## config.mk

```make
export PLATFORM = sky130hd
export DESIGN_NAME = lcs_cell
export DESIGN_NICKNAME = d
export VERILOG_FILES = /design/src/hdl/lcs_pkg.sv /design/src/hdl/lcs_cell.sv
export SDC_FILE = /design/constraint.sdc
export NUM_CORES = 1
export LEC_CHECK = 0
export BUFFER_PORTS_ARGS = -buffer_cell sky130_fd_sc_hd__buf_4
export CAP_MARGIN = 20
export CORE_AREA = 2 2 39 41
export DETAILED_ROUTE_END_ITERATION = 7
export DIE_AREA = 0 0 41 43
export PLACE_DENSITY_LB_ADDON = 0.1
export SLEW_MARGIN = 25
export SYNTH_ARGS = -nofsm -noshare
export SYNTH_HDL_FRONTEND = slang
export SYNTH_SLANG_ARGS = --single-unit
```

## constraint.sdc

```tcl
create_clock -name vclk -period 2.5
set_clock_uncertainty 0.05 [all_clocks]
set_input_delay 0.125 -clock vclk [all_inputs]
set_output_delay 0.125 -clock vclk [all_outputs]
set_load 0.05 [all_outputs]
```

## src/hdl/lcs_pkg.sv

```systemverilog
// Shared types and constants for the longest common subsequence block.
// No dependencies; every other file in hdl/ refers to it by scoped name.
`timescale 1ns / 1ps

package lcs_pkg;

	localparam int MAX_LEN_DEF = 64;

	// Item op codes
	localparam logic [1:0] OP_APPEND_A = 2'd0;
	localparam logic [1:0] OP_APPEND_B = 2'd1;
	localparam logic [1:0] OP_RUN      = 2'd2;

	typedef enum logic [1:0] {
		DIR_UP   = 2'd0,
		DIR_LEFT = 2'd1,
		DIR_DIAG = 2'd2
	} dir_t;

	typedef enum logic [2:0] {
		ST_IDLE,
		ST_FILL_ROW,
		ST_FILL_CELL,
		ST_TB_RD,
		ST_TB_USE,
		ST_EMIT_RD,
		ST_EMIT_OUT
	} state_t;

	typedef struct packed {
		logic [1:0] op;
		logic [7:0] ch;
	} in_t;

	typedef struct packed {
		logic [7:0] ch_out;
		logic       last;
		logic       empty_res;
		logic       overflow;
	} out_t;

endpackage

```

## src/hdl/lcs_cell.sv

```systemverilog
// One cell of the LCS length table: match, upper and left selection.
// Depends on lcs_pkg for the direction codes.
`timescale 1ns / 1ps

module lcs_cell #(
	parameter int LW = 7
) (
	input  logic [7:0]        a,
	input  logic [7:0]        b,
	input  logic [LW-1:0]     up,
	input  logic [LW-1:0]     left,
	input  logic [LW-1:0]     diag,
	output logic [LW-1:0]     len,
	output lcs_pkg::dir_t     dir
);

	always_comb begin
		if (a == b) begin
			len = diag + LW'(1);
			dir = lcs_pkg::DIR_DIAG;
		end else if (up > left) begin
			len = up;
			dir = lcs_pkg::DIR_UP;
		end else begin
			// tie steps left
			len = left;
			dir = lcs_pkg::DIR_LEFT;
		end
	end

endmodule

```

==> impl_metrics.csv <==
group,metric,value,unit
outcome,status,"finished clean",
routing,firstDrtPassIters,3,
finish,design_area,887,um^2
timing,slew_headroom,80.0,%
setup_path,critPathKind,"in2out",
floorplanning,die-area,0.00176,mm^2
timing,slew_viol_final,0,
setup_path,cp_cell_sequence,"buf_4 -> ha_1 -> a21oi_1 -> a21oi_2 -> o21ai_4 -> mux2_4 -> mux2_2 -> buf_4",
placed_design,gp_congestion,0.742,
grt,overflow,0,
power_and_ir_drop,internal-power,0.103,mW
power_and_ir_drop,p_leak,0.444,nW
timing,fin_crit,2.06,ns
placed_design,portBuffers,46,
yosys,syn_area,522,um^2
clock_network,cts_resized,0,
floorplanning,initial_utilization,37.7,%
yosys,yosysWarnings,0,
setup_path,path_common_cell,"buf_4",
timing,rsz0062_at_grt,"no",
setup_path,cp.required,2.33,ns
placed_design,placed_cell_area,887,um^2
grt,grt_max_degree,10,
power_and_ir_drop,ir_drop,0.125,mV
finish,syn_to_final_growth,70.0,%
clock_network,postCtsSetupBuffers,0,
clock_network,hold_buffers,0,
grt,grt_use_total,16.6,%
grt,grt_pass1_wl,2190,um
routing,ant_nets,0,
routing,via_per_inst,4.85,
timing,tightest_slew,0.299,ns
power_and_ir_drop,cellPowerDensity,250,mW/mm^2
min_path,holdCritPathClass,"in2out",
yosys,yosys.area.top_type,"mux2i_1",
timing,period_share,82.2,%
setup_path,arrival,1.88,ns
grt,grt_pass1_vias,629,
power_and_ir_drop,finalPower,0.222,mW
yosys,yosysTopAreaCellShare,23.0,%
setup_path,critPathSlowestCell,"mux2_4",
finish,drive_gt1_share,47.7,%
setup_path,critPathLaunchType,"input port",
finish,diodes,0,
timing,max_freq,0.486,GHz
power_and_ir_drop,p_sw_share,53.6,%
floorplanning,die_w,41,um
setup_path,end_kind,"output pin",
routing,vias,606,
floorplanning,core_area,0.00138,mm^2
floorplanning,ios,46,
finish,final_nets,156,
yosys,ys_types,20,
yosys,synth_cells,63,
power_and_ir_drop,pwr-share-clk,0,%
grt,antenna_found_initial,0,
timing,hold_viol,0,
routing,wl_per_cell,10.6,um
finish,clockBufferCount,0,
power_and_ir_drop,power_frac_comb,100.0,%
yosys,syn_avg_cell_area,8.28,um^2
yosys,synth.net_count,108,
setup_path,critPathMaxStageDelay,0.33,ns
run,drv_cap,0,
finish,seqCellArea,0,um^2
setup_path,crit_path_max_fanout,7,
routing,drc,0,
yosys,seq_area_frac_synth,0,%
routing,wl,1330,um
floorplanning,fp-row-count,14,
floorplanning,die_h,43,um
timing,setup_violations,0,
power_and_ir_drop,seqPwrFrac,0,%
power_and_ir_drop,p_sw,0.119,mW
timing,final.setup.tns,0,ns
yosys,synth.area.top_cells,"mux2i_1, ha_1, xnor2_1, inv_1, nand4_1",
finish,design.seq.count,0,
routing,drt_iter0_markers,3,
[cells in the mapped netlist, types with 2 or more instances]
cell,count
nand3_1,3
a21oi_1,3
inv_1,7
xnor2_1,11
nand2_1,2
xor2_1,2
mux2i_1,12
nor2_1,2
nand4_1,3
ha_1,8
[worst paths after layout]
check / start / end / slack (ns) / depth (start not counted)
worst max-delay path: up[2] / len[1] / 0.44 / 8
worst min-delay path: diag[0] / len[0] / 0.54 / 3
[cells in the final DEF (no fill, tap or decap), drive strengths merged]
cell / netlist / final
a21oi: 4 / 4
and3: 1 / 1
buf: 0 / 46
ha: 8 / 8
inv: 7 / 7
mux2: 2 / 2
mux2i: 12 / 12
nand2: 2 / 2
nand3: 3 / 3
nand3b: 1 / 1
nand4: 3 / 3
nor2: 3 / 3
nor2b: 1 / 1
o21ai: 2 / 2
or2: 1 / 1
xnor2: 11 / 11
xor2: 2 / 2
[logic make-up after synthesis]
family	count (synthesis)	synth area share, %
buf+inv	7	5.04
xor+xnor	13	21.8
fa+ha+maj	8	19.2
mux	14	28.1
simple gates	15	16.6
compound gates	6	9.35
[routing by layer]
metal  vias up  share of wire [%]  track usage (%)
li1        315                  -                -
met2        21                 57             35.3
met4         0                  0                0
met5         -                  0                0
met3         0                 10             1.05
met1       270                 33             16.1
[critical path, delay by kind of cell]
family / cells / cell delay [ns]
multiplexers: 2 / 0.58
AO/OA/AOI/OAI: 3 / 0.56
adder cells (fa/ha/maj): 1 / 0.31
buffers and inverters: 2 / 0.30
[metrics by stage]
step / util [%] / instances / hold slack (ns) / worst slack, ns
floorplan: - / 63 / 0.460 / 0.476
detailed placement: 64.1 / 125 / 0.545 / 0.431
global placement: 64.1 / 125 / 0.536 / 0.451
global route: 64.1 / 125 / 0.562 / 0.378
finish: 64.1 / 125 / 0.541 / 0.444
CTS: 64.1 / 125 / 0.545 / 0.431
[layout make-up]
class,count,area [um^2]
fillers,131,497
inverters,7,26.3
multi-input cells,56,495
repair buffers,46,345
well taps,16,20.0
[power by group through the flow]
stage | registers [mW] | clock network [mW] | logic, mW
floorplan | 0 | 0 | 0.136
global placement | 0 | 0 | 0.221
detailed placement | 0 | 0 | 0.224
CTS | 0 | 0 | 0.224
global route | 0 | 0 | 0.240
finish | 0 | 0 | 0.222
Note: power is estimated with default switching activity, not from simulation.
